## src/rtl/bfa_pkg.sv

```systemverilog
// ============================================================================
// bfa_pkg : shared types and constants of the bitmap frame allocator
// Field widths, request and status codes, controller states and the
// configuration register bundle.
// ============================================================================
`default_nettype none

package bfa_pkg;

    // Default geometry of the used-bit store
    localparam int DEF_WORD_BITS  = 32;
    localparam int DEF_MAX_FRAMES = 32768;

    // Field widths
    localparam int FRAME_W = 20;
    localparam int CNT_W   = 16;
    localparam int FUNC_W  = 2;
    localparam int STAT_W  = 2;

    // Configuration port
    localparam int APB_DW = 32;
    localparam int APB_AW = 3;

    localparam logic [CNT_W-1:0] FRAME_COUNT_RST = CNT_W'(32768);

    // Register index (address bit 2)
    localparam logic REG_POOL_BASE   = 1'b0;
    localparam logic REG_FRAME_COUNT = 1'b1;

    // Request codes
    typedef enum logic [FUNC_W-1:0] {
        FN_ALLOC   = 2'd0,
        FN_RELEASE = 2'd1,
        FN_MARK    = 2'd2,
        FN_NOP     = 2'd3
    } t_func;

    // Result status codes
    typedef enum logic [STAT_W-1:0] {
        STAT_OK      = 2'd0,
        STAT_FULL    = 2'd1,
        STAT_OUTSIDE = 2'd2
    } t_status;

    // Controller states
    typedef enum logic [2:0] {
        S_CLEAR,
        S_IDLE,
        S_PREP,
        S_DIV_MUL,
        S_DIV_ADJ,
        S_SCAN
    } t_state;

    // Configuration registers as seen by the engine
    typedef struct packed {
        logic [FRAME_W-1:0] pool_base;
        logic [CNT_W-1:0]   frame_count;
    } t_cfg;

endpackage

`default_nettype wire

```

## src/rtl/bfa_regs.sv

```systemverilog
// ============================================================================
// bfa_regs : configuration register file
// APB-style slave holding pool base and frame count; zero wait states.
// ============================================================================
`default_nettype none

module bfa_regs
    import bfa_pkg::*;
(
    input  wire logic              i_clk,
    input  wire logic              i_rst_n,
    input  wire logic              i_psel,
    input  wire logic              i_penable,
    input  wire logic              i_pwrite,
    input  wire logic [APB_AW-1:0] i_paddr,
    input  wire logic [APB_DW-1:0] i_pwdata,
    output logic      [APB_DW-1:0] o_prdata,
    output t_cfg                   o_cfg
);

    logic [FRAME_W-1:0] r_pool_base;
    logic [CNT_W-1:0]   r_frame_count;
    logic               wr_en;
    logic               reg_idx;

    assign wr_en   = i_psel & i_penable & i_pwrite;
    assign reg_idx = i_paddr[2];

    // Register writes, taken in the access phase
    always_ff @(posedge i_clk) begin
        if (!i_rst_n) begin
            r_pool_base   <= '0;
            r_frame_count <= FRAME_COUNT_RST;
        end else if (wr_en) begin
            case (reg_idx)
                REG_POOL_BASE:   r_pool_base   <= i_pwdata[FRAME_W-1:0];
                REG_FRAME_COUNT: r_frame_count <= i_pwdata[CNT_W-1:0];
                default: ;
            endcase
        end
    end

    // Read mux
    always_comb begin
        case (reg_idx)
            REG_POOL_BASE:   o_prdata = APB_DW'(r_pool_base);
            REG_FRAME_COUNT: o_prdata = APB_DW'(r_frame_count);
            default:         o_prdata = '0;
        endcase
    end

    assign o_cfg.pool_base   = r_pool_base;
    assign o_cfg.frame_count = r_frame_count;

endmodule

`default_nettype wire

```

## config.mk

```make
export PLATFORM = sky130hd
export DESIGN_NAME = bfa_regs
export DESIGN_NICKNAME = d
export VERILOG_FILES = /design/src/rtl/bfa_pkg.sv /design/src/rtl/bfa_regs.sv
export SDC_FILE = /design/constraint.sdc
export NUM_CORES = 1
export LEC_CHECK = 0
export BUFFER_PORTS_ARGS = -buffer_cell sky130_fd_sc_hd__buf_2
export CAP_MARGIN = 20
export CORE_ASPECT_RATIO = 0.5
export CORE_MARGIN = 2
export CORE_UTILIZATION = 45
export CTS_CLUSTER_DIAMETER = 100
export DETAILED_ROUTE_END_ITERATION = 6
export GPL_TIMING_DRIVEN = 0
export PLACE_DENSITY = 0.81
export SYNTH_ARGS = -nofsm -noshare
export SYNTH_HDL_FRONTEND = slang
export SYNTH_SLANG_ARGS = --single-unit
```

## constraint.sdc

```tcl
create_clock -name i_clk -period 2.01 [get_ports i_clk]
set_clock_uncertainty 0.15 [all_clocks]
set_input_delay 0.1005 -clock i_clk [delete_from_list [all_inputs] [get_ports i_clk]]
set_output_delay 0.1005 -clock i_clk [all_outputs]
set_load 0.01 [all_outputs]
```

# ---- Word level (Yosys, flattened, before mapping)
# Cells that the tools add are included.
dict set report classes {
  addsub 0
  mul 0
  div_mod_pow 0
  n_lt_le_gt_ge 0
  n_eq_ne 0
  shift 0
  muxes 1
  bitwise 3
  n_reduce_logical 2
}
# cell n
set ops {}
lappend ops {{one-hot mux 32 bit (2 select lines)} 1}
lappend ops {{AND reduction 2 bit} 2}
lappend ops {{bitwise AND 1 bit} 2}
lappend ops {{inverter 1 bit} 1}
dict set report totals {
  reg_bits 36
  latchBits 0
  ram_bits 0
  romBits 0
  out_inout_bits 68
  mem_count 0
}

# ---- Longest topological paths before layout
dict set report logic_depth {
  ltp_word 3
  mapped_depth 4
  depth_no_buf 2
}

# ---- Least setup slack after synthesis
# Ideal clock, no wire load.
dict set report synth_timing {
  kind {in2reg}
  startpoint {input port i_paddr[2]}
  endpoint {register r_pool_base[10]}
  setup_time_ps 72
  t_arrival_ps 779
  t_required_ps 1788
  setup_slack_ps 1010
  path_stages 4
  path_buffers 2
  cell_sequence {and4b_1 > clkbuf_1 > buf_4 > mux2i_1}
}
dict set report synth_between {
  elab_chain_cells 2
}
# item line
set synth_rtl {}
lappend synth_rtl {{start, declared} bfa_regs.sv:15} ;# input wire logic [APB_AW-1:0] i_paddr,
lappend synth_rtl {{inverter 1 bit (no source line)} --}
lappend synth_rtl {{AND reduction 2 bit (no source line)} --}
lappend synth_rtl {{end signal, assigned} bfa_regs.sv:36} ;# REG_POOL_BASE: r_pool_base <= i_pwdata[FRAME_W-1:0];
lappend synth_rtl {{end, declared} bfa_regs.sv:21} ;# logic [FRAME_W-1:0] r_pool_base;
# No other way between the ends.
# A chain may end at the register's enable or synchronous reset.

# ---- Worst setup path after layout
dict set report layout_timing {
  startpoint {register r_frame_count[4]}
  endpoint {output port o_prdata[4]}
}
dict set report layout_between {
  elab_chain_cells 1
}
# item line
set layout_rtl {}
lappend layout_rtl {{start, declared} bfa_regs.sv:22} ;# logic [CNT_W-1:0] r_frame_count;
lappend layout_rtl {{start signal, assigned} bfa_regs.sv:37} ;# REG_FRAME_COUNT: r_frame_count <= i_pwdata[CNT_W-1:0];
lappend layout_rtl {{one-hot mux 32 bit (2 select lines)} bfa_regs.sv:45} ;# case (reg_idx)
lappend layout_rtl {{end, declared} bfa_regs.sv:17} ;# output logic [APB_DW-1:0] o_prdata,
# No other way between the ends. The select of a mux whose other input is x is not followed.

==> flow_summary_export.csv <==
group,metric,value,unit
logic_synthesis,synth_area_per_cell,9.55,um2
route,via_per_inst,4.66,
power_and_ir_drop,total_power,1480,uW
logic_synthesis,seq_area_frac_synth,0.429,
placement,gp_congestion,0.832,
power_and_ir_drop,leakagePower,0.00134,uW
clocking,cts.sinks,36,
global_routing,grt_pass1_wl,6940,um
logic_synthesis,async_flop_share,0,
setup_path,critPathMaxFanout,3,
global_routing,grt_pass1_vias,1531,
power_and_ir_drop,p_per_area,597,mW/mm2
logic_synthesis,synth_cells,176,
die,die_y,47.2,um
setup_path,cp-end-kind,"primary output",
sta,setup_tns,0,ns
global_routing,grt-ovfl-total,0,
route,post_drt_wl_per_cell,13.4,um
setup_path,slowest_delay,0.34,ns
setup_path,slowest_stage,"dfxtp_1",
die,die_x,90.5,um
placement,hpwl,3190,um
logic_synthesis,ys_types,11,
die,start_util,0.479,
global_routing,grt_util_all_layers,0.216,
global_routing,grt_max_degree,12,
clocking,root_buffer,"clkbuf_8",
sta,fin_crit_sh,0.644,
logic_synthesis,synth-seq-cells,36,
job,max_cap_violations,0,
logic_synthesis,ys_warn_count,0,
layout,seqCellArea,721,um2
sta,clock.fmax,772,MHz
logic_synthesis,synth-edff-count,0,
logic_synthesis,synth_flop_cell,"dfxtp_1",
setup_path,cp_num_buf_inv,1,
setup_path,critPathLaunch,"r_frame_count[4]",
route,routed_wl,4650,um
die,die_area,0.00427,mm2
route,vias,1612,
layout,insertedDiodeCount,0,
sta,setup_violations,0,
clocking,cts.clk_slew.worst_paths,0.07,ns
sta,drv_slew,0,
clocking,cts_made_buffers,5,
layout,syn2layout_area_growth,47.5,%
clocking,post_cts_buffers,0,
layout,nets,334,
logic_synthesis,synth_common_cells,"nand2_1 (55), dfxtp_1 (36), mux2i_1 (36), mux2_2 (16), buf_4 (15)",
worst_hold_path,hold_start,"i_rst_n",
clocking,htreeDepth,2,
clocking,cts_tree,"done",
die,core.rowCount,15,
clocking,clk_path_buf_depth,2,
logic_synthesis,synth_most_common_cell,"nand2_1",
worst_hold_path,hp-class,"in -> reg",
clocking,clk-insertion-delay-late,0.28,ns
worst_hold_path,min_delay_path_depth,3,
sta,rsz0062_at_grt,"no",
die,core-area,0.00351,mm2
route,drcViolationCount,0,
status,status,"finished, final reports clean",
setup_path,crit_family,"flip-flops",
setup_path,cp.required,1.76,ns
setup_path,r2r_setup_slack,1.18,ns
sta,min_period,1.29,ns
logic_synthesis,synth.largest_area_cell,"dfxtp_1",
layout,multiInputGateArea,852,um2
power_and_ir_drop,vdd_drop_max,0.000297,V
global_routing,antenna_found_initial,0,
setup_path,r2r-end,"r_frame_count[9]",
setup_path,rr_startpoint,"r_frame_count[9]",
logic_synthesis,synth_area_leaders,"dfxtp_1 (43%), mux2i_1 (21%), nand2_1 (12%)",
worst_hold_path,whs_endpoint,"r_frame_count[2]",
setup_path,worstPathArrival,1.04,ns
setup_path,rr_worst_depth,2,
sta,finalHoldViolCount,0,
route,detail-route-antenna-nets,0,
setup_path,worstSetupStartpointType,"register",
logic_synthesis,syn_area,0.00168,mm2
logic_synthesis,synth_top_area_share,0.429,
placement,io_buffers,80,
route,dr.pass1.iters,4,
die,io_pins,108,
setup_path,cp_cell_sequence,"mux2_2 -> buf_2",
sta,slew_headroom,0.663,
layout,drive_gt1_frac,0.417,
setup_path,timing_worst_setup_path_type,"reg -> out",
sta,worst_pin_slew,0.506,ns
route,first_iter_violations,38,
layout,fill_cells,280,
report_power, final:
group	switching [uW]	internal [uW]
Sequential	11.3	729
Combinational	105	111
Clock	251	273
Total	367	1110
kinds of logic after synthesis:
family	synth area share
simple gates	0.158
mux	0.321
flops	0.429
buf+inv	0.0893
other cells	0.00223
placed cells by master, fill, tap and decap left out:
cell type,n
nand4_2,1
clkinv_2,2
conb_1,12
buf_4,15
dlygate4sd3_1,20
nor2b_1,6
and4b_1,1
mux2i_1,36
buf_2,83
mux2_2,16
clkbuf_1,6
clkbuf_8,6
dfxtp_1,36
nand2_1,55
worst min-delay path: stages:
cell and delay [ns]:
buf_2 0.16, nand2_1 0.10, mux2i_1 0.06
metal layers:
metal	up-vias	wire [um]	track usage
met5	-	0	0
met4	0	114	0.117
met3	11	212	0.0530
met2	55	2530	0.453
met1	754	1790	0.214
li1	792	-	-
area by class of cell:
| cell class | count | share of cell area |
|---|---|---|
| clock inverter | 2 | 0.00404 |
| sequential | 36 | 0.291 |
| buffer | 24 | 0.0605 |
| tap | 51 | 0.0257 |
| timing repair buffer | 100 | 0.242 |
| multi-input combinational | 127 | 0.344 |
| clock buffer | 6 | 0.0333 |
through the flow:
step	util	setup WS, ns	cell area, um2	std cells	hold slack, ns
2_1_floorplan	-	1.01	1720	187	0.0926
6_report	0.707	0.715	2480	346	0.0385
3_5_place_dp	0.623	0.746	2190	318	0.211
5_1_grt	0.707	0.687	2480	346	0.0509
3_3_place_gp	0.623	0.769	2190	318	0.200
4_1_cts	0.707	0.738	2480	346	0.0332
flip-flops by register name, indices dropped and copies added (netlist names):
name,flops
r_pool_base,20
r_frame_count,16
worst max-delay path by stage:
stage | end | slack [ns] | cells after the start
2_1_floorplan | r_pool_base[10] | 1.01 | 4
3_3_place_gp | o_prdata[8] | 0.77 | 4
3_5_place_dp | r_pool_base[19] | 0.75 | 5
4_1_cts | o_prdata[14] | 0.74 | 2
5_1_grt | o_prdata[7] | 0.69 | 4
6_report | o_prdata[4] | 0.72 | 2
timing repair:
item	4_1_cts	5_1_grt
resized for setup	0	0
hold endpoints to repair	36	0
hold buffers	20	0
Power figures use the tool's default switching activity.
