File: src/rtl/bfa_pkg.sv
// ============================================================================
// bfa_pkg : shared types and constants of the bitmap frame allocator
// Field widths, request and status codes, controller states and the
// configuration register bundle.
// ============================================================================
`default_nettype none

package bfa_pkg;

    // Default geometry of the used-bit store
    localparam int DEF_WORD_BITS  = 32;
    localparam int DEF_MAX_FRAMES = 32768;

    // Field widths
    localparam int FRAME_W = 20;
    localparam int CNT_W   = 16;
    localparam int FUNC_W  = 2;
    localparam int STAT_W  = 2;

    // Configuration port
    localparam int APB_DW = 32;
    localparam int APB_AW = 3;

    localparam logic [CNT_W-1:0] FRAME_COUNT_RST = CNT_W'(32768);

    // Register index (address bit 2)
    localparam logic REG_POOL_BASE   = 1'b0;
    localparam logic REG_FRAME_COUNT = 1'b1;

    // Request codes
    typedef enum logic [FUNC_W-1:0] {
        FN_ALLOC   = 2'd0,
        FN_RELEASE = 2'd1,
        FN_MARK    = 2'd2,
        FN_NOP     = 2'd3
    } t_func;

    // Result status codes
    typedef enum logic [STAT_W-1:0] {
        STAT_OK      = 2'd0,
        STAT_FULL    = 2'd1,
        STAT_OUTSIDE = 2'd2
    } t_status;

    // Controller states
    typedef enum logic [2:0] {
        S_CLEAR,
        S_IDLE,
        S_PREP,
        S_DIV_MUL,
        S_DIV_ADJ,
        S_SCAN
    } t_state;

    // Configuration registers as seen by the engine
    typedef struct packed {
        logic [FRAME_W-1:0] pool_base;
        logic [CNT_W-1:0]   frame_count;
    } t_cfg;

endpackage

`default_nettype wire

File: src/rtl/bfa_engine.sv
// ============================================================================
// bfa_engine : request sequencer of the frame allocator
// Clears the used-bit store after reset, then serves allocate, release and
// mark requests by read-modify-write of bitmap words, one word per cycle.
// ============================================================================
`default_nettype none

module bfa_engine
    import bfa_pkg::*;
#(
    parameter  int WORD_BITS  = DEF_WORD_BITS,
    parameter  int MAX_FRAMES = DEF_MAX_FRAMES,
    localparam int NUM_WORDS  = (MAX_FRAMES + WORD_BITS - 1) / WORD_BITS,
    localparam int AW         = (NUM_WORDS > 1) ? $clog2(NUM_WORDS) : 1
) (
    input  wire logic                 i_clk,
    input  wire logic                 i_rst_n,
    input  wire t_cfg                 i_cfg,
    input  wire logic                 i_start,
    input  wire logic [FUNC_W-1:0]    i_func,
    input  wire logic [FRAME_W-1:0]   i_frame_number,
    input  wire logic [CNT_W-1:0]     i_run_length,
    output logic                      o_busy,
    output logic                      o_done,
    output logic      [FRAME_W-1:0]   o_frame_number_res,
    output logic      [STAT_W-1:0]    o_status,
    // bitmap memory
    output logic                      o_mem_we,
    output logic      [AW-1:0]        o_mem_waddr,
    output logic      [WORD_BITS-1:0] o_mem_wdata,
    output logic                      o_mem_re,
    output logic      [AW-1:0]        o_mem_raddr,
    input  wire logic [WORD_BITS-1:0] i_mem_rdata
);

    // Pool index width, bit position width, reciprocal for index / WORD_BITS
    localparam int KW        = $clog2(MAX_FRAMES + 1);
    localparam int BW        = $clog2(WORD_BITS);
    localparam int DIV_SHIFT = KW + BW;
    localparam int RW        = DIV_SHIFT;
    localparam int PW        = KW + RW;
    localparam longint RECIP = ((64'd1 << DIV_SHIFT) + WORD_BITS - 1) / WORD_BITS;
    localparam logic [RW-1:0] RECIP_K   = RW'(RECIP);
    localparam logic [KW:0]   WB_K1     = (KW+1)'(WORD_BITS);
    localparam logic [AW-1:0] LAST_WORD = AW'(NUM_WORDS - 1);
    localparam logic [FRAME_W:0] SPAN   = (FRAME_W+1)'(1 << FRAME_W);

    // Control state
    t_state r_state, n_state;
    logic   r_done;
    logic   r_pend;
    logic [AW-1:0] r_clr_addr;

    // Request and working registers
    t_func              r_func;
    logic [FRAME_W-1:0] r_fnum;
    logic [CNT_W-1:0]   r_len;
    logic               r_set;
    logic [KW-1:0]      r_ks;
    logic [KW-1:0]      r_ke;
    t_status            r_status;
    logic [PW-1:0]      r_prod;
    logic [AW-1:0]      r_rd_word;
    logic [KW:0]        r_rd_kw;
    logic               r_rd_more;
    logic [AW-1:0]      r_pend_word;
    logic [KW:0]        r_pend_kw;
    logic [FRAME_W-1:0] r_res;
    t_status            r_out_status;

    // Pool size = min(frame_count, MAX_FRAMES, 2^20 - pool_base)
    logic [FRAME_W:0] base_w, span_w, fc_w, max_w, n_a, n_w, lim_w;
    logic [KW-1:0]    pool_n;

    assign base_w = {1'b0, i_cfg.pool_base};
    assign span_w = SPAN - base_w;
    assign fc_w   = (FRAME_W+1)'(i_cfg.frame_count);
    assign max_w  = (FRAME_W+1)'(MAX_FRAMES);
    assign n_a    = (fc_w < max_w) ? fc_w : max_w;
    assign n_w    = (n_a < span_w) ? n_a : span_w;
    assign pool_n = n_w[KW-1:0];
    assign lim_w  = base_w + n_w;

    // Clip the run [fnum, fnum+len) to the pool
    logic [FRAME_W:0] fnum_w, end_w, start_c, end_c, ks_w, ke_w;
    logic             outside;
    t_status          prep_st;

    assign fnum_w  = {1'b0, r_fnum};
    assign end_w   = fnum_w + (FRAME_W+1)'(r_len);
    assign start_c = (fnum_w > base_w) ? fnum_w : base_w;
    assign end_c   = (end_w < lim_w) ? end_w : lim_w;
    assign outside = (r_len != '0) && ((fnum_w < base_w) || (end_w > lim_w));
    assign prep_st = outside ? STAT_OUTSIDE : STAT_OK;
    assign ks_w    = start_c - base_w;
    assign ke_w    = end_c - base_w;

    // Word index of ks by reciprocal multiply
    logic [PW-1:0] prod_sh;
    logic [KW-1:0] q;
    logic [KW:0]   q_kw;

    assign prod_sh = r_prod >> DIV_SHIFT;
    assign q       = prod_sh[KW-1:0];
    assign q_kw    = {1'b0, q} * WB_K1;

    // Read pointer advance
    logic [KW:0] kw_next;
    logic        more_next;
    logic        last;

    assign kw_next   = r_rd_kw + WB_K1;
    assign more_next = kw_next < {1'b0, r_ke};
    assign last      = (r_pend_kw + WB_K1) >= {1'b0, r_ke};

    // Bits of the pending word that lie in [ks, ke)
    logic [WORD_BITS-1:0] mask;
    logic [WORD_BITS-1:0] free;
    logic [WORD_BITS-1:0] low;
    logic [BW-1:0]        pos;
    logic                 found;

    always_comb begin
        logic [KW:0] idx;
        idx = '0;
        for (int j = 0; j < WORD_BITS; j++) begin
            idx     = r_pend_kw + (KW+1)'(j);
            mask[j] = (idx >= {1'b0, r_ks}) && (idx < {1'b0, r_ke});
        end
    end

    // Lowest free bit: isolate it, then encode
    assign free  = ~i_mem_rdata & mask;
    assign low   = free & (~free + WORD_BITS'(1));
    assign found = |free;

    always_comb begin
        pos = '0;
        for (int j = 0; j < WORD_BITS; j++) begin
            if (low[j]) begin
                pos = pos | BW'(j);
            end
        end
    end

    logic [FRAME_W:0] alloc_sum;
    assign alloc_sum = base_w + (FRAME_W+1)'(r_pend_kw) + (FRAME_W+1)'(pos);

    // Next state, memory control, result
    logic               fin;
    logic [FRAME_W-1:0] fin_res;
    t_status            fin_status;
    logic               issue;

    always_comb begin
        n_state     = r_state;
        o_mem_we    = 1'b0;
        o_mem_waddr = r_pend_word;
        o_mem_wdata = i_mem_rdata;
        fin         = 1'b0;
        fin_res     = '0;
        fin_status  = STAT_OK;
        case (r_state)
            S_CLEAR: begin
                o_mem_we    = 1'b1;
                o_mem_waddr = r_clr_addr;
                o_mem_wdata = '0;
                if (r_clr_addr == LAST_WORD) begin
                    n_state = S_IDLE;
                end
            end
            S_IDLE: begin
                if (i_start) begin
                    n_state = S_PREP;
                end
            end
            S_PREP: begin
                if (r_func == FN_ALLOC) begin
                    if (pool_n == '0) begin
                        fin        = 1'b1;
                        fin_status = STAT_FULL;
                        n_state    = S_IDLE;
                    end else begin
                        n_state = S_SCAN;
                    end
                end else if (start_c < end_c) begin
                    n_state = S_DIV_MUL;
                end else begin
                    fin        = 1'b1;
                    fin_status = prep_st;
                    n_state    = S_IDLE;
                end
            end
            S_DIV_MUL: n_state = S_DIV_ADJ;
            S_DIV_ADJ: n_state = S_SCAN;
            S_SCAN: begin
                if (r_pend) begin
                    if (r_func == FN_ALLOC) begin
                        if (found) begin
                            o_mem_we    = 1'b1;
                            o_mem_wdata = i_mem_rdata | low;
                            fin         = 1'b1;
                            fin_res     = alloc_sum[FRAME_W-1:0];
                            n_state     = S_IDLE;
                        end else if (last) begin
                            fin        = 1'b1;
                            fin_status = STAT_FULL;
                            n_state    = S_IDLE;
                        end
                    end else begin
                        o_mem_we    = 1'b1;
                        o_mem_wdata = r_set ? (i_mem_rdata | mask) : (i_mem_rdata & ~mask);
                        if (last) begin
                            fin        = 1'b1;
                            fin_status = r_status;
                            n_state    = S_IDLE;
                        end
                    end
                end
            end
            default: n_state = S_IDLE;
        endcase
    end

    assign issue       = (r_state == S_SCAN) && r_rd_more && !fin;
    assign o_mem_re    = issue;
    assign o_mem_raddr = r_rd_word;

    // State register and control flags
    always_ff @(posedge i_clk) begin
        if (!i_rst_n) begin
            r_state    <= S_CLEAR;
            r_done     <= 1'b0;
            r_pend     <= 1'b0;
            r_clr_addr <= '0;
        end else begin
            r_state <= n_state;
            r_done  <= fin;
            r_pend  <= issue;
            if (r_state == S_CLEAR) begin
                r_clr_addr <= r_clr_addr + AW'(1);
            end
        end
    end

    // Working registers
    always_ff @(posedge i_clk) begin
        if (fin) begin
            r_res        <= fin_res;
            r_out_status <= fin_status;
        end
        case (r_state)
            S_IDLE: begin
                if (i_start) begin
                    r_func <= t_func'(i_func);
                    r_fnum <= i_frame_number;
                    r_set  <= (t_func'(i_func) == FN_MARK);
                    case (t_func'(i_func))
                        FN_RELEASE: r_len <= CNT_W'(1);
                        FN_MARK:    r_len <= i_run_length;
                        default:    r_len <= '0;
                    endcase
                end
            end
            S_PREP: begin
                if (r_func == FN_ALLOC) begin
                    r_ks      <= '0;
                    r_ke      <= pool_n;
                    r_rd_word <= '0;
                    r_rd_kw   <= '0;
                    r_rd_more <= 1'b1;
                end else begin
                    r_ks     <= ks_w[KW-1:0];
                    r_ke     <= ke_w[KW-1:0];
                    r_status <= prep_st;
                end
            end
            S_DIV_MUL: begin
                r_prod <= {{RW{1'b0}}, r_ks} * {{KW{1'b0}}, RECIP_K};
            end
            S_DIV_ADJ: begin
                r_rd_word <= q[AW-1:0];
                r_rd_kw   <= q_kw;
                r_rd_more <= 1'b1;
            end
            S_SCAN: begin
                if (issue) begin
                    r_pend_word <= r_rd_word;
                    r_pend_kw   <= r_rd_kw;
                    r_rd_word   <= r_rd_word + AW'(1);
                    r_rd_kw     <= kw_next;
                    r_rd_more   <= more_next;
                end
            end
            default: ;
        endcase
    end

    assign o_busy             = (r_state != S_IDLE);
    assign o_done             = r_done;
    assign o_frame_number_res = r_res;
    assign o_status           = r_out_status;

endmodule

`default_nettype wire

File: config.mk
export PLATFORM = sky130hd
export DESIGN_NAME = bfa_engine
export DESIGN_NICKNAME = d
export VERILOG_FILES = /design/src/rtl/bfa_pkg.sv /design/src/rtl/bfa_engine.sv
export SDC_FILE = /design/constraint.sdc
export NUM_CORES = 1
export LEC_CHECK = 0
export BUFFER_PORTS_ARGS = -buffer_cell sky130_fd_sc_hd__buf_2
export CAP_MARGIN = 0
export CORE_MARGIN = 8
export CORE_UTILIZATION = 45
export DETAILED_ROUTE_END_ITERATION = 16
export PLACE_DENSITY_LB_ADDON = 0.3
export SETUP_SLACK_MARGIN = 0.05
export SYNTH_ARGS = -nofsm -noshare
export SYNTH_HDL_FRONTEND = slang
export SYNTH_SLANG_ARGS = --single-unit
File: constraint.sdc
create_clock -name i_clk -period 17.9 [get_ports i_clk]
set_input_delay 3.58 -clock i_clk [delete_from_list [all_inputs] [get_ports i_clk]]
set_output_delay 3.58 -clock i_clk [all_outputs]
set_load 0.005 [all_outputs]
# Word level (Yosys, flattened, before mapping)
# Cells that the tools add are included.
op_classes:
  add_sub_neg: 43
  magnitude_cmp: 73
  n_eq_ne: 16
  mux: 188
  n_bitwise: 8
  reduce_logical: 48
ops:
  columns: ["op", "count"]
  rows:
  - ["17-bit by 16-bit greater-or-equal comparator with 1-bit output", 33]
  - ["17-bit by 16-bit less-than comparator with 1-bit output", 33]
  - ["32-bit two-way mux", 10]
  - ["17-bit by 5-bit adder with 17-bit output, second input constant", 16]
  - ["20-bit two-way mux", 12]
  - ["16-bit two-way mux", 9]
  - ["17-bit by 4-bit adder with 17-bit output, second input constant", 8]
  - ["17-bit two-way mux", 6]
  - ["32-bit bitwise AND", 3]
  - ["3-bit two-way mux", 32]
  - ["32-bit inverter", 3]
  - ["10-bit two-way mux", 9]
  - ["5-bit two-way mux", 16]
  - ["17-bit by 3-bit adder with 17-bit output, second input constant", 4]
  - ["2-bit two-way mux", 32]
  - ["32-bit bitwise OR", 2]
  - ["32-bit case mux with 2 select lines", 1]
  - ["17-bit case mux with 3 select lines", 1]
  - ["1-bit two-way mux", 43]
  - ["21-bit two-way mux", 2]
  - ["1-bit logical AND", 35]
  - ["17-bit by 2-bit adder with 17-bit output, second input constant", 2]
  - ["17-bit by 6-bit adder with 17-bit output, second input constant", 2]
  - ["32-bit by 1-bit adder with 32-bit output, second input constant", 1]
  - ["other kinds (41)", 61]
totals:
  register_bits: 181
  input_bits: 109
  wordCells: 395

# Depth between registers and ports, before layout
logic_depth:
  word_depth: 48
  ltp_mapped: 48
  depth_no_buf: 45

# Worst setup path before layout
# No wires, ideal clock.
synth_path:
  path_kind: "input -> register"
  from: "input i_cfg[19] (netlist name)"
  to: "register r_res[0] (netlist: o_frame_number_res[0]) (enable)"
  arrival_ns: 12.867
  slack_ns: 4.655
  cell_stages: 42
  path_buffers: 4
  cell_sequence: "or4_1 > nor3_1 > nand2_1 > xnor2_1 > ha_1 > or4_1 > a221oi_1 > a211oi_1 > buf_2 > buf_2 > nand2_1 > o21ai_0 > ha_1 > fa_1 > a211oi_1 > o21ai_0 > a311o_1 > a21o_1 > (+6 left out) > a21oi_1 > nor2_1 > a2111o_1 > a21oi_1 > clkbuf_1 > clkbuf_1 > nand2_1 > o21ai_0 > inv_1 > ha_1 > and4_1 > nand2_1 > or3_1 > o2111ai_1 > nor4b_1 > or4_1 > a21bo_2 > nand2_1"
synth_between:
  elab_chain_cells: 13
  elab_cells_between_ends: 19
  cone_classes: "2 x add/sub; 4 x order compare; 12 x mux; 1 x reduce/logical"
synth_lines:
  columns: ["element", "line_no", "source"]
  rows:
  - ["start, declared", "bfa_engine.sv:18", "input wire t_cfg i_cfg,"]
  - ["21-bit by 20-bit subtractor with 21-bit output", "bfa_engine.sv:76", "assign span_w = SPAN - base_w;"]
  - ["16-bit by 21-bit less-than comparator with 1-bit output", "bfa_engine.sv:80", "assign n_w = (n_a < span_w) ? n_a : span_w;"]
  - ["21-bit two-way mux", "bfa_engine.sv:80", null]
  - ["20-bit by 21-bit adder with 21-bit output", "bfa_engine.sv:82", "assign lim_w = base_w + n_w;"]
  - ["21-bit less-than comparator", "bfa_engine.sv:92", "assign end_c = (end_w < lim_w) ? end_w : lim_w;"]
  - ["21-bit two-way mux", "bfa_engine.sv:92", null]
  - ["20-bit by 21-bit less-than comparator with 1-bit output", "bfa_engine.sv:186", "end else if (start_c < end_c) begin"]
  - ["1-bit two-way mux", "bfa_engine.sv:186", null]
  - ["1-bit two-way mux", "bfa_engine.sv:178", "if (r_func == FN_ALLOC) begin"]
  - ["1-bit two-way mux", "bfa_engine.sv:163", "case (r_state)"]
  - ["1-bit two-way mux *", "bfa_engine.sv:178", null]
  - ["1-bit two-way mux *", "bfa_engine.sv:163", null]
  - ["1-bit case mux with 2 select lines *", "bfa_engine.sv:163", null]
  - ["net fin", "bfa_engine.sv:150", "logic fin;"]
  - ["end signal, assigned", "bfa_engine.sv:249", "r_res <= fin_res;"]
  - ["end, declared", "bfa_engine.sv:68", "logic [FRAME_W-1:0] r_res;"]
# Mark *: on every way through the listed nets, which the timed path passes. The rest lies on a longest branch. The select of a mux whose other input is x is not followed.
# A chain may end at the register's enable or synchronous reset.

# Worst setup path after layout
layout_path:
  from: "input i_cfg[17] (netlist name)"
  to: "register r_res[7] (netlist: o_frame_number_res[7]) (enable)"
# The elaborated chain is that of the path after synthesis.

==> results.md <==
- Final Total Pwr: 1.05 mW
- CP max stage cell: nand2_1
- Initial antenna violation count: 5
- Initial core utilization: 45.3%
- Post-CTS setup buffer count: 0
- Worst-skew pair later-pin latency: 0.46 ns
- Detail Route Antenna Nets: 0
- Number of port buffers: 186
- Clk pin slew, worst setup/hold paths: 0.07 ns
- Critical path fanouts, max: 29
- Fraction of layout cells with a size suffix above 1: 14.2%
- Critical Path Start: i_cfg[17]
- Post-cts gate resize count: 0
- Worst Tran Pin Value: 1.15 ns
- Crit end category: register
- Commonest non-fill, non-tap cells in the layout: 225 x ha_1, 218 x nand2_1, 186 x buf_2, 160 x nor2_1, 150 x edfxtp_1
- Final slew viol count: 0
- Reg2Reg Depth: 28
- Die area: 0.0452 mm2
- Min Hold Slack: 0.454 ns
- CP Launch Type: primary input
- Clock Tree Root: clkbuf_16
- Clock skew: 0.0111 ns
- Async SR Flop Fraction: 0%
- Fin nets: 2564
- Area leader, netlist: edfxtp_1
- Syn-to-layout area delta: 12.0%
- Largest family of logic cells by synthesized area: simple AND/OR/NAND/NOR gates
- Worst EP required: 17.97 ns
- Placed cell count: 2724
- Drt first pass iters: 6
- Design area: 0.0195 mm2
- Setup WS pre-CTS: 3.41 ns
- GRT Util Overall: 27.0%
- Crit Path Class: in2reg
- Yosys cell types: 100
- # rows: 72
- Largest net degree at the start of global routing: 53
- Adder-cell area share of the yosys netlist: 16.8%
- I/O Pins: 187
- FF-to-FF End: o_frame_number_res[7]
- Maximum root-to-sink buffer count: 2
- Post-synthesis mux area share: 2.94%
- Outcome: completed
- Vias in the first global route: 16200
- Area share of the largest cell type after synthesis: 25.9%
- Via count: 16700
- Synth Area in Compound Gates: 20.1%
- Multi-input gate area: 0.0118 mm2
- Yosys reg bits: 165
- TNS Setup: 0 ns
- Vias per inst: 6.06
- Sequential fraction of the synthesis area: 27.6%
- Commonest non-fill, non-tap cell in the layout: ha_1
- DRT iter0 DRCs: 1726
- Synth area leaders: edfxtp_1 26%, ha_1 16%, nand2_1 4.7%, a21oi_1 4.3%, xnor2_1 4.0%
- Synth Area in XOR/XNOR: 5.90%
- Global-route wire length before repair: 94300 um
- Final global-route overflow total: 0
- Mapped Area: 0.0174 mm2
- Tmin final: 14.28 ns
- Routed length per instance: 22.5 um
- Die W: 213 um
- PwrDens: 54.2 mW/mm2
- Worst hold start: r_ks[6]
- Clock sink count: 165
- Reg2Reg Setup Slack: 8.67 ns
- RSZ-0062 raised after global routing: false
- Hold Buf Count CTS: 0
- PnR worst setup slack: 3.62 ns
- Placeable Area: 0.0384 mm2
- Die Height: 213 um
- Simple-gate area share of the yosys netlist: 21.9%
- Fin util: 50.7%
- Leakage power: 8.56 nW
- Rel. slew slack: 22.9%
- Synth warn: 0
- Hold Path End: r_prod[22]
- CTS Buf Count: 17
- WL final: 62100 um
- Hold Crit Class: reg2reg
- Fmax: 70.0 MHz
- DRC: 0
- WHS Path Cells: 0
- Worst EP arrival: 14.35 ns
- Avg Inst Size Synth: 8.40 um2
- Placer Congestion: 1.02
- Worst vdd ir: 0.0000719 V
- R2r startpoint: r_fnum[1]
- Hold Vio Cnt, Final: 0
- Worst stage delay on the critical path: 0.72 ns
- Crit share post-route: 79.8%
- Dpl cell area: 0.0188 mm2
- Dpl hpwl: 50700 um
- Register area: 0.00480 mm2
- Non-filler cells, final: 2760
- Cells after synthesis: 2069
- CTS tree: yes
- Htree depth: 4
- EDFF count, synth: 150
- Synth Flop Type: edfxtp_1
- Setup violators final: 0
- # fillers: 3659
- Maxcap violations: 0
power breakdown:
| part | switching, mW | total, mW | internal (mW) | leakage, nW |
|---|---|---|---|---|
| clock network | 0.178 | 0.375 | 0.197 | 0.295 |
| registers | 0.000665 | 0.422 | 0.421 | 1.45 |
| logic | 0.152 | 0.258 | 0.106 | 6.81 |
| total | 0.331 | 1.05 | 0.724 | 8.56 |
critical path, delay by kind of cell:
kind / cells / cell delay, ns
and+or+nand+nor: 13 / 3.57
adders and majority gates: 6 / 1.77
xor gates and xnor gates: 2 / 0.43
AOI/OAI and AO/OA: 16 / 3.79
buffers and inverters: 5 / 1.16
cell families (layout without fill, tap and decap cells):
kind of cell | count (synthesis) | in the layout
and+or+nand+nor | 761 | 761
AOI/OAI and AO/OA | 536 | 536
adders and majority gates | 230 | 230
buffers and inverters | 211 | 379
DFF | 165 | 165
xor gates and xnor gates | 117 | 117
muxes | 48 | 48
other | 1 | 6
how the worst max path moves through the flow:
stage	end	slack (ns)	cells past startpoint
final	o_frame_number_res[7]	3.62	42
after CTS	o_frame_number_res[10]	3.85	42
after floorplan	o_frame_number_res[0]	4.65	42
after global routing	o_frame_number_res[7]	2.90	42
after global placement	o_frame_number_res[16]	3.60	42
after detailed placement	o_frame_number_res[4]	3.41	42
flip-flops by register name (all words and copies together) (netlist names), 3 cells and up:
| name | count |
|---|---|
| o_frame_number_res | 20 |
| r_fnum | 20 |
| r_ke | 16 |
| r_ks | 16 |
| r_len | 16 |
| r_pend_kw | 12 |
| r_rd_kw | 12 |
| r_prod | 11 |
| o_mem_raddr | 10 |
| r_clr_addr | 10 |
| r_pend_word | 10 |
| r_state | 3 |
synthesized netlist by cell type (8+ instances only):
cell type / n
a211oi_1: 31
a21o_1: 33
a21oi_1: 149
a31oi_1: 19
and2_1: 34
and3_1: 31
buf_1: 8
buf_2: 10
clkbuf_1: 47
dfxtp_1: 15
edfxtp_1: 150
ha_1: 225
inv_1: 145
mux2_2: 25
mux2i_1: 23
nand2_1: 218
nand2b_1: 27
nand3_1: 77
nand4_1: 23
nor2_1: 163
nor2b_1: 22
nor3_1: 55
nor4_1: 29
o211ai_1: 13
o21a_1: 18
o21ai_0: 128
o21bai_1: 15
o31ai_1: 13
or2_2: 17
or3_1: 18
or4_1: 8
xnor2_1: 80
xor2_1: 37
cell type report:
type / count / share of cell area (%)
antenna: 4 / 0.0514
clock buffer: 20 / 2.40
clock inverter: 12 / 0.682
inverter: 145 / 2.80
multi-input combinational: 1694 / 60.6
sequential: 165 / 24.7
tap: 518 / 3.33
timing repair buffer: 202 / 5.40
layer usage:
layer	wire length [um]	vias to the layer above	global-route usage [%]
met4	3380	4	14.7
met5	29	-	0
met1	25700	7882	32.8
met2	29100	716	45.5
li1	-	7966	-
met3	3970	161	4.30
(Power assumes the default switching activity.)
